===== src/rtl/bqi_pkg.sv =====
`timescale 1ns / 1ps
`default_nettype none
// ----------------------------------------------------------------------------
// bqi_pkg
// Widths, types, output codes and the weight rounding helper shared by the
// biquadratic element interpolator.
// ----------------------------------------------------------------------------
package bqi_pkg;

   localparam int VALUE_BITS      = 32;
   localparam int COORD_FRAC_BITS = 16;
   localparam int COORD_BITS      = COORD_FRAC_BITS + 2;

   // 1-D weights: signed, WGT_FRAC fraction bits, magnitude below 2^31
   localparam int WGT_FRAC = 28;
   localparam int WGT_BITS = 32;

   // exact 1-D weight before rounding
   localparam int EXACT_BITS = 2 * COORD_BITS + 2;
   localparam int RND_BITS   = EXACT_BITS + WGT_FRAC + 1;
   localparam int K_VAL      = 2 * COORD_FRAC_BITS + 1;
   localparam int K_D1       = COORD_FRAC_BITS + 1;

   // row sums over u
   localparam int PROD_BITS = VALUE_BITS + WGT_BITS;
   localparam int GSUM_BITS = PROD_BITS + 2;
   localparam int CURV_BITS = VALUE_BITS + 3;

   // split of a row sum for the column multipliers
   localparam int LO_BITS       = 32;
   localparam int HI_BITS       = GSUM_BITS - LO_BITS;
   localparam int LO_PROD_BITS  = LO_BITS + 1 + WGT_BITS;
   localparam int HI_PROD_BITS  = HI_BITS + WGT_BITS;
   localparam int UU_PROD_BITS  = CURV_BITS + WGT_BITS;
   localparam int VVS_BITS      = GSUM_BITS + 2;

   // final sums, 2*WGT_FRAC fraction bits
   localparam int ACC_BITS     = GSUM_BITS + WGT_BITS + 2;
   localparam int SUM_SHIFT    = 2 * WGT_FRAC;
   localparam int ACC_RND_BITS = ACC_BITS + 1;
   localparam int SH_BITS      = ACC_RND_BITS - SUM_SHIFT;
   localparam int OUT_BITS     = 40;

   localparam int STAGES  = 6;
   localparam int N_OUTS  = 6;

   // result slots
   localparam int OUT_VALUE = 0;
   localparam int OUT_DU    = 1;
   localparam int OUT_DV    = 2;
   localparam int OUT_UU    = 3;
   localparam int OUT_UV    = 4;
   localparam int OUT_VV    = 5;

   typedef logic signed [VALUE_BITS-1:0]   value_type;
   typedef logic signed [COORD_BITS-1:0]   coord_type;
   typedef logic signed [WGT_BITS-1:0]     wgt_type;
   typedef logic signed [EXACT_BITS-1:0]   exact_type;
   typedef logic signed [PROD_BITS-1:0]    prod_type;
   typedef logic signed [GSUM_BITS-1:0]    gsum_type;
   typedef logic signed [CURV_BITS-1:0]    curv_type;
   typedef logic signed [ACC_BITS-1:0]     acc_type;
   typedef logic signed [OUT_BITS-1:0]     out_type;

   localparam out_type OUT_MAX = {1'b0, {(OUT_BITS-1){1'b1}}};
   localparam out_type OUT_MIN = {1'b1, {(OUT_BITS-1){1'b0}}};

   // Rescale an exact weight with k fraction bits to WGT_FRAC bits,
   // rounding half up when bits are dropped.
   function automatic wgt_type round_wgt(input exact_type x, input int k);
      logic signed [RND_BITS-1:0] t;
      logic signed [RND_BITS-1:0] h;
      int sr;
      int sl;
      sr = (k > WGT_FRAC) ? k - WGT_FRAC : 0;
      sl = (k > WGT_FRAC) ? 0 : WGT_FRAC - k;
      h = '0;
      if (sr > 0) begin
         h[sr-1] = 1'b1;
      end
      t = RND_BITS'(x) + h;
      t = (t >>> sr) <<< sl;
      return WGT_BITS'(t);
   endfunction

endpackage
`default_nettype wire


===== src/rtl/bqi_round_sat.sv =====
`timescale 1ns / 1ps
`default_nettype none
// ----------------------------------------------------------------------------
// bqi_round_sat
// Rounds one exact sum to value units (half up) and clips it to the
// signed output range, flagging a clip.
// ----------------------------------------------------------------------------
module bqi_round_sat import bqi_pkg::*; (
   input  wire logic clock,
   input  wire logic en,
   input  acc_type   acc,
   output out_type   value_ff,
   output logic      sat_ff
);

   localparam logic signed [ACC_RND_BITS-1:0] HALF =
      ACC_RND_BITS'(1) <<< (SUM_SHIFT - 1);
   localparam logic signed [SH_BITS-1:0] SMAX = SH_BITS'(OUT_MAX);
   localparam logic signed [SH_BITS-1:0] SMIN = SH_BITS'(OUT_MIN);

   logic signed [ACC_RND_BITS-1:0] t;
   logic signed [SH_BITS-1:0]      sh;
   out_type                        value_in;
   logic                           sat_in;

   always_comb begin
      t  = ACC_RND_BITS'(acc) + HALF;
      sh = SH_BITS'(t >>> SUM_SHIFT);
      priority if (sh > SMAX) begin
         value_in = OUT_MAX;
         sat_in   = 1'b1;
      end else if (sh < SMIN) begin
         value_in = OUT_MIN;
         sat_in   = 1'b1;
      end else begin
         value_in = OUT_BITS'(sh);
         sat_in   = 1'b0;
      end
   end

   always_ff @(posedge clock) begin
      if (en) begin
         value_ff <= value_in;
         sat_ff   <= sat_in;
      end
   end

endmodule
`default_nettype wire


===== config.mk =====
export PLATFORM = sky130hd
export DESIGN_NAME = bqi_round_sat
export DESIGN_NICKNAME = d
export VERILOG_FILES = /design/src/rtl/bqi_pkg.sv /design/src/rtl/bqi_round_sat.sv
export SDC_FILE = /design/constraint.sdc
export NUM_CORES = 1
export LEC_CHECK = 0
export BUFFER_PORTS_ARGS = -buffer_cell sky130_fd_sc_hd__buf_2
export CAP_MARGIN = 5
export CORE_ASPECT_RATIO = 0.7
export CORE_MARGIN = 2
export CORE_UTILIZATION = 35
export DETAILED_ROUTE_END_ITERATION = 12
export HOLD_SLACK_MARGIN = 0.06
export PLACE_DENSITY = 0.77
export SETUP_SLACK_MARGIN = 0.2
export SYNTH_ARGS = -nofsm -noshare
export SYNTH_HDL_FRONTEND = slang
export SYNTH_SLANG_ARGS = --single-unit

===== constraint.sdc =====
create_clock -name clock -period 3.2 [get_ports clock]
set_clock_uncertainty 0.2 [all_clocks]
set_input_delay 0 -clock clock [delete_from_list [all_inputs] [get_ports clock]]
set_output_delay 0 -clock clock [all_outputs]
set_load 0.05 [all_outputs]

==> qor.txt <==
Outcome - finished clean
Syn Nets - 335
GP Congestion - 0.891
Leakage - 1.40 nW
Max-slew violations - 0
Final Setup Violations - 0
Sw Pwr - 0.000476 W
CTS tree - built
Initial DRC Count - 93
Clk pin slew, worst setup/hold paths - 80 ps
Worst slack at placement - 170 ps
Worst path slowest cell - dlygate4sd3_1
Global Route Usage Sum - 19.0%
Cell count after synthesis - 232
Sequential fraction of design power - 46.8%
Min Tclk post-route - 2770 ps
CTS sink cnt - 41
First-pass GRT wire length - 11600 µm
Fin. Hold Viols - 0
FFs w/ async S/R, synth - 0%
Post-Syn Area - 0.00250 mm²
Starting density of the core - 36.7%
Top-level port count - 143
Post-synth EDFFs - 41
Synth cell types - 37
Via count - 2396
Cells along the critical path - dlygate4sd3_1, buf_2, nand3_1, nor3_1, nor3b_2, nand3_1, xor2_1, dlygate4sd3_1, o21ai_1
Critical path required time - 3030 ps
Maximum vdd drop - 0.195 mV
Setup ws final - 435 ps
Area growth, synth to finish - 47.4%
Final Cycle Share - 86.4%
Final Util - 54.0%
Crit path largest cell delay - 590 ps
Antenna violations before repair - 0
Die X - 105 µm
Num rows - 25
Clock power share - 23.1%
Gr ovfl total - 0
Via/cell ratio - 5.07
Pwr Density - 382 mW/mm²
Share of layout cells above drive strength 1 - 30.3%
Largest net degree at the start of global routing - 42
Worst setup SP type - input port
Inserted Clock Buffers - 5
Post-detailed-routing wire length - 7160 µm
Switch share - 33.8%
Slew HR - 38.4%
Crit-path max FO - 5
Area post-placement - 0.00304 mm²
F_max - 0.362 GHz
Height of the die - 74.7 µm
Most common cell after layout, fill and taps aside - buf_2
Avg Inst Size Synth - 10.8 µm²
Residual DRC count - 0
Pin slew with the least headroom to its limit - 924 ps
Hold crit path type - input port to register
Detail Route Antenna Nets - 0
Vias in the first global route - 2407
DP HPWL - 4720 µm
Max Cap Viol - 0
Die area - 0.00785 mm²
Root buffer cell - clkbuf_8
RSZ-0062 raised after global routing - false
IO buf count - 87
Post-route cell area - 0.00368 mm²
Total Power - 0.00141 W
Most frequent cells in the layout - buf_2, dlygate4sd3_1, edfxtp_1, xor2_1
N_diodes - 0
YS warnings - 0
CP arrival - 2600 ps
DRT Pass-1 Iters - 4
Synth Flop Type - edfxtp_1
DR WL/cell - 15.1 µm
CP endpoint kind - register
Internal - 0.000930 W
Fillers - 644
Core area - 0.00682 mm²
WS Path Type - input port to register
Setup TNS - 0 ps
H-tree Lvls - 2
Clock Tree Buf Depth - 2
# nets final - 481
Post-synthesis sequential area ratio - 49.2%
Register bit total from synthesis - 41
Combinational share of power - 30.1%
power groups by stage:
stage	Sequential [W]	Combinational [W]	Clock [W]
6_report	0.000658	0.000423	0.000325
5_1_grt	0.000664	0.000449	0.000354
4_1_cts	0.000659	0.000416	0.000335
3_5_place_dp	0.000670	0.000363	0
3_3_place_gp	0.000669	0.000357	0
2_1_floorplan	0.000842	0.0000730	0
kinds of logic (layout without fill, tap and decap cells):
family / Yosys count / in the layout / synth area share, %
flip-flops: 41 / 41 / 49.2
buffers and inverters: 16 / 163 / 3.70
adder cells (fa/ha/maj): 1 / 1 / 0.500
AND/OR/NAND/NOR: 90 / 90 / 22.7
XOR/XNOR: 42 / 42 / 14.7
AO/OA/AOI/OAI: 42 / 42 / 9.16
sequential cells by signal (all words and copies together), names as in the netlist:
signal,cells
value_ff,40
sat_ff,1
layer usage:
metal | part of all wire (%) | global-route usage (%) | vias up
li1 | - | - | 1157
met1 | 46 | 24.9 | 1134
met2 | 46 | 32.0 | 95
met3 | 7.2 | 4.42 | 10
met4 | 1.5 | 5.78 | 0
met5 | 0 | 0 | -
synthesized netlist by cell type, drive strengths merged (5+ instances only):
| master | count | area, µm² |
|---|---|---|
| edfxtp | 41 | 1230 |
| o21ai | 40 | 211 |
| xor2 | 22 | 193 |
| xnor2 | 20 | 175 |
| nand3 | 17 | 90.1 |
| nand2 | 13 | 48.8 |
| nand4 | 13 | 81.3 |
| and3 | 10 | 62.6 |
| clkbuf | 8 | 32.5 |
| and4 | 7 | 61.3 |
| nor2 | 7 | 33.8 |
| nor4 | 5 | 52.6 |
worst paths after layout:
path | endpoint | slack [ps] | start | cells past startpoint
max | value_ff[35] | 430 | acc[80] | 9
min | value_ff[32] | 60 | acc[87] | 4
final cells by class:
type                       instances  area [µm²]  share of cell area, %
tap                               94         118                   3.19
clock buffer                       5        68.8                   1.87
inverter                           4        15.0                  0.407
timing repair buffer             151        1050                   28.5
clock inverter                     3        12.5                  0.340
sequential                        41        1230                   33.4
multi-input combinational        175        1190                   32.3
stage by stage:
step | hold slack (ps) | instances
floorplan | -87.5 | 232
global placement | 152 | 409
detailed placement | 165 | 409
CTS | 63.2 | 471
global route | 88.4 | 473
finish | 61.8 | 473
critical path: cells and delay by family:
kind / cells / cell delay [ps]
AO/OA/AOI/OAI: 1 / 70
XOR/XNOR: 1 / 140
buffers and inverters: 3 / 1270
AND/OR/NAND/NOR: 4 / 1120
what timing repair did:
action | in CTS | in global routing
hold buffers | 54 | 0
buffers inserted | 0 | 2
endpoints found under the hold margin | 41 | 0
gates resized for setup | 0 | 3
endpoints found under the setup margin | 0 | 40
Note: power is estimated with default switching activity, not from simulation.
