## src/rtl/bqi_pkg.sv

```systemverilog
`timescale 1ns / 1ps
`default_nettype none
// ----------------------------------------------------------------------------
// bqi_pkg
// Widths, types, output codes and the weight rounding helper shared by the
// biquadratic element interpolator.
// ----------------------------------------------------------------------------
package bqi_pkg;

   localparam int VALUE_BITS      = 32;
   localparam int COORD_FRAC_BITS = 16;
   localparam int COORD_BITS      = COORD_FRAC_BITS + 2;

   // 1-D weights: signed, WGT_FRAC fraction bits, magnitude below 2^31
   localparam int WGT_FRAC = 28;
   localparam int WGT_BITS = 32;

   // exact 1-D weight before rounding
   localparam int EXACT_BITS = 2 * COORD_BITS + 2;
   localparam int RND_BITS   = EXACT_BITS + WGT_FRAC + 1;
   localparam int K_VAL      = 2 * COORD_FRAC_BITS + 1;
   localparam int K_D1       = COORD_FRAC_BITS + 1;

   // row sums over u
   localparam int PROD_BITS = VALUE_BITS + WGT_BITS;
   localparam int GSUM_BITS = PROD_BITS + 2;
   localparam int CURV_BITS = VALUE_BITS + 3;

   // split of a row sum for the column multipliers
   localparam int LO_BITS       = 32;
   localparam int HI_BITS       = GSUM_BITS - LO_BITS;
   localparam int LO_PROD_BITS  = LO_BITS + 1 + WGT_BITS;
   localparam int HI_PROD_BITS  = HI_BITS + WGT_BITS;
   localparam int UU_PROD_BITS  = CURV_BITS + WGT_BITS;
   localparam int VVS_BITS      = GSUM_BITS + 2;

   // final sums, 2*WGT_FRAC fraction bits
   localparam int ACC_BITS     = GSUM_BITS + WGT_BITS + 2;
   localparam int SUM_SHIFT    = 2 * WGT_FRAC;
   localparam int ACC_RND_BITS = ACC_BITS + 1;
   localparam int SH_BITS      = ACC_RND_BITS - SUM_SHIFT;
   localparam int OUT_BITS     = 40;

   localparam int STAGES  = 6;
   localparam int N_OUTS  = 6;

   // result slots
   localparam int OUT_VALUE = 0;
   localparam int OUT_DU    = 1;
   localparam int OUT_DV    = 2;
   localparam int OUT_UU    = 3;
   localparam int OUT_UV    = 4;
   localparam int OUT_VV    = 5;

   typedef logic signed [VALUE_BITS-1:0]   value_type;
   typedef logic signed [COORD_BITS-1:0]   coord_type;
   typedef logic signed [WGT_BITS-1:0]     wgt_type;
   typedef logic signed [EXACT_BITS-1:0]   exact_type;
   typedef logic signed [PROD_BITS-1:0]    prod_type;
   typedef logic signed [GSUM_BITS-1:0]    gsum_type;
   typedef logic signed [CURV_BITS-1:0]    curv_type;
   typedef logic signed [ACC_BITS-1:0]     acc_type;
   typedef logic signed [OUT_BITS-1:0]     out_type;

   localparam out_type OUT_MAX = {1'b0, {(OUT_BITS-1){1'b1}}};
   localparam out_type OUT_MIN = {1'b1, {(OUT_BITS-1){1'b0}}};

   // Rescale an exact weight with k fraction bits to WGT_FRAC bits,
   // rounding half up when bits are dropped.
   function automatic wgt_type round_wgt(input exact_type x, input int k);
      logic signed [RND_BITS-1:0] t;
      logic signed [RND_BITS-1:0] h;
      int sr;
      int sl;
      sr = (k > WGT_FRAC) ? k - WGT_FRAC : 0;
      sl = (k > WGT_FRAC) ? 0 : WGT_FRAC - k;
      h = '0;
      if (sr > 0) begin
         h[sr-1] = 1'b1;
      end
      t = RND_BITS'(x) + h;
      t = (t >>> sr) <<< sl;
      return WGT_BITS'(t);
   endfunction

endpackage
`default_nettype wire

```

## src/rtl/bqi_axis_weights.sv

```systemverilog
`timescale 1ns / 1ps
`default_nettype none
// ----------------------------------------------------------------------------
// bqi_axis_weights
// Quadratic Lagrange weights and their first derivatives on one axis,
// rounded to WGT_FRAC fraction bits and registered.
// ----------------------------------------------------------------------------
module bqi_axis_weights import bqi_pkg::*; (
   input  wire logic clock,
   input  wire logic en,
   input  coord_type coord,
   output wgt_type   val_ff [3],
   output wgt_type   d1_ff  [3]
);

   localparam exact_type SCALE = exact_type'(1) <<< COORD_FRAC_BITS;

   exact_type cx;
   exact_type e_val [3];
   exact_type e_d1  [3];
   wgt_type   val_in [3];
   wgt_type   d1_in  [3];

   always_comb begin
      cx       = EXACT_BITS'(coord);
      e_val[0] = cx * (cx - SCALE);
      e_val[1] = (SCALE * SCALE - cx * cx) <<< 1;
      e_val[2] = cx * (cx + SCALE);
      e_d1[0]  = (cx <<< 1) - SCALE;
      e_d1[1]  = -(cx <<< 2);
      e_d1[2]  = (cx <<< 1) + SCALE;
      for (int i = 0; i < 3; i++) begin
         val_in[i] = round_wgt(e_val[i], K_VAL);
         d1_in[i]  = round_wgt(e_d1[i], K_D1);
      end
   end

   always_ff @(posedge clock) begin
      if (en) begin
         val_ff <= val_in;
         d1_ff  <= d1_in;
      end
   end

endmodule
`default_nettype wire

```

## config.mk

```make
export PLATFORM = sky130hd
export DESIGN_NAME = bqi_axis_weights
export DESIGN_NICKNAME = d
export VERILOG_FILES = /design/src/rtl/bqi_pkg.sv /design/src/rtl/bqi_axis_weights.sv
export SDC_FILE = /design/constraint.sdc
export NUM_CORES = 2
export LEC_CHECK = 0
export ABC_AREA = 0
export BUFFER_PORTS_ARGS = -buffer_cell sky130_fd_sc_hd__clkbuf_2
export CAP_MARGIN = 20
export CORE_MARGIN = 3
export CORE_UTILIZATION = 50
export DETAILED_ROUTE_END_ITERATION = 10
export HOLD_SLACK_MARGIN = 0.06
export PLACE_DENSITY = 0.7
export SYNTH_ARGS = -nofsm -noshare
export SYNTH_HDL_FRONTEND = slang
export SYNTH_SLANG_ARGS = --single-unit
```

## constraint.sdc

```tcl
create_clock -name clock -period 12.8 [get_ports clock]
set_clock_uncertainty 0.15 [all_clocks]
set_input_delay 0 -clock clock [delete_from_list [all_inputs] [get_ports clock]]
set_output_delay 0 -clock clock [all_outputs]
set_load 0.005 [all_outputs]
```

==> results.sh <==
export IMPL_status="finished clean"
export IMPL_maxSlewViolCount=0
export IMPL_synth_cell_types=79
export IMPL_synthFlopType="edfxtp_1"
export IMPL_place_gp_congestion=0.886
export IMPL_vias_per_cell=5.10
export IMPL_start_util_pct=51.1
export IMPL_worst_setup_path_type="in -> reg"
export IMPL_yosysMostFrequentCell="inv_1"
export IMPL_setup_viol=0
export IMPL_grt_usage_pct=22.8
export IMPL_area_delta_synth_final_pct=6.46
export IMPL_yosys_top_cells_count="inv_1, fa_1, ha_1, nand2_1, nor2_1"
export IMPL_synth_edf_count=124
export IMPL_antenna_found_initial=2
export IMPL_port_buffers=174
export IMPL_maxCapViolCount=0
export IMPL_die_w_um=261
export IMPL_drc=0
export IMPL_first_pass_iters=5
export IMPL_cp_start_kind="input port"
export IMPL_clockBufferDepth=2
export IMPL_min_period_ns=8.84
export IMPL_worstHoldEndpoint="d1_ff[87]$_DFFE_PP_"
export IMPL_max_freq_ghz=0.113
export IMPL_post_cts_buffers=0
export IMPL_drtAntennaViolNets=0
export IMPL_post_route_period_util_pct=69.0
export IMPL_netlist_area_leader_share_pct=47.2
export IMPL_cts_root_buf="clkbuf_16"
export IMPL_h_tree_depth=4
export IMPL_core_area_mm2=0.0637
export IMPL_grt_max_degree=70
export IMPL_grt_overflow=0
export IMPL_yosysSeqAreaShare_pct=11.5
export IMPL_grt_pass1_wl_mm=119
export IMPL_cts_tree="done"
export IMPL_synth_area_leader_cell="fa_1"
export IMPL_ios=212
export IMPL_synthTopCellsByArea="fa_1, edfxtp_1, ha_1"
export IMPL_hp_class="in -> reg"
export IMPL_min_from="coord[11]"
export IMPL_async_flop_share_pct=0
export IMPL_numCtsBuffers=17
export IMPL_place_hpwl_mm=60.7
export IMPL_crit_path_max_fanout=17
export IMPL_relSlewSlack_pct=37.4
export IMPL_nets=4353
export IMPL_via_count=21100
export IMPL_required_ns=12.89
export IMPL_first_iter_violations=1023
export IMPL_grt_pass1_vias=23900
export IMPL_syn_avg_cell_area_um2=10.3
export IMPL_synth_seq_cells=124
export IMPL_wl_per_cell_um=17.3
export IMPL_hold_violations=0
export IMPL_cp_end_kind="register"
export IMPL_syn_cell_area_mm2=0.0325
export IMPL_worst_pin_slew_ns=0.939
export IMPL_rsz0062_at_grt="no"
export IMPL_floorplan_rows=92
export IMPL_drive_gt1_share_pct=7.41
export IMPL_netlist_instances=3155
export IMPL_yosysWarnings=0
export IMPL_die_y_um=261
export IMPL_clkSlewWorstSetupHoldPaths_ns=0.07
export IMPL_nFillCells=5617
export IMPL_wl_mm=71.8
export IMPL_dieArea_mm2=0.0681
export IMPL_finalSetupTns_ns=0
export IMPL_whs_path_depth=1
export IMPL_clock_sinks=124
export IMPL_critPathArrivalTime_ns=8.93
layout by cell type, fill, tap and decap left out, types with 5 or more instances in the layout:
master / count
clkbuf_16: 17
nand4_1: 15
fa_1: 766
o21ai_0: 47
a31oi_1: 12
and2_1: 42
nor2_1: 138
ha_1: 288
a21o_1: 34
xnor2_1: 128
o211ai_1: 8
inv_6: 7
nor4_1: 10
edfxtp_1: 124
nor3_1: 24
nor2b_1: 13
dlygate4sd3_1: 13
buf_4: 10
nand2_1: 192
o31a_1: 5
conb_1: 39
or2_2: 5
nand2b_1: 21
nand3_1: 26
clkbuf_2: 173
a211oi_1: 5
and3_1: 8
a21oi_1: 58
o21bai_1: 11
inv_1: 893
o21a_1: 13
xor2_1: 58
routing by layer:
metal / GRT usage [%] / vias to the layer above / part of all wire, %
met3: 3.33 / 174 / 4.1
met5: 0 / - / 0
met1: 26.3 / 10900 / 37
li1: - / 9575 / -
met4: 9.41 / 0 / 3.9
met2: 42.4 / 493 / 55
logic make-up after synthesis:
group | share of synthesized area (%)
DFF | 11.5
AOI/OAI and AO/OA | 4.95
muxes | 0.162
adders and majority gates | 58.3
xor gates and xnor gates | 5.01
other | 0.0115
and+or+nand+nor | 7.49
buffers and inverters | 12.7
sequential cells by signal (all words and copies together), names as in the netlist:
| name | count |
|---|---|
| val_ff | 84 |
| d1_ff | 40 |
critical path, stage by stage:
cell           delay (ns)
dlygate4sd3_1        0.53
clkbuf_2             0.45
inv_1                0.52
nor2_1               0.60
fa_1                 0.60
fa_1                 0.64
inv_1                0.07
fa_1                 0.78
fa_1                 0.53
fa_1                 0.56
fa_1                 0.42
ha_1                 0.29
ha_1                 0.38
a21oi_1              0.27
o21bai_1             0.10
a21o_1               0.18
a211oi_1             0.72
xor2_1               0.22
nor4_4               0.42
nand4_2              0.19
nor4_2               0.34
xnor2_1              0.09
layout make-up:
type | count | area (um2) | area share, %
Antenna cell | 1 | 2.50 | 0.00723
Clock buffer | 18 | 429 | 1.24
Clock inverter | 14 | 133 | 0.383
Inverter | 898 | 3370 | 9.74
Multi-Input combinational cell | 2041 | 24800 | 71.7
Sequential cell | 124 | 3720 | 10.8
Tap cell | 846 | 1060 | 3.06
Timing Repair Buffer | 197 | 1080 | 3.13
per-stage QoR:
step | util, % | std cells | hold WS (ns) | area (um2) | setup WS, ns
final | 54.4 | 4139 | 0.144 | 34600 | 3.96
after global routing | 54.4 | 4138 | 0.137 | 34600 | 3.53
after CTS | 54.4 | 4138 | 0.0700 | 34600 | 4.11
after detailed placement | 53.3 | 4093 | 0.251 | 33900 | 4.12
after global placement | 53.3 | 4093 | 0.247 | 33900 | 4.35
after floorplan | - | 3193 | -0.0511 | 32700 | 5.26
how the worst max path moves through the flow:
stage / from / to / slack, ns / cells after the start
after global placement: coord[1] / val_ff[63]$_DFFE_PP_ / 4.35 / 21
after floorplan: coord[17] / val_ff[63]$_DFFE_PP_ / 5.26 / 23
final: coord[1] / val_ff[63]$_DFFE_PP_ / 3.96 / 22
after global routing: coord[1] / val_ff[63]$_DFFE_PP_ / 3.53 / 22
after CTS: coord[1] / val_ff[63]$_DFFE_PP_ / 4.11 / 22
after detailed placement: coord[1] / val_ff[63]$_DFFE_PP_ / 4.12 / 21
timing repair:
action,CTS,global route
gates resized for setup,0,0
hold buffers,13,0
hold endpoints to repair,75,0
Power is left out: the tool's default activity adds up to more than one toggle a clock period on the data nets, which glitch-free logic cannot reach.
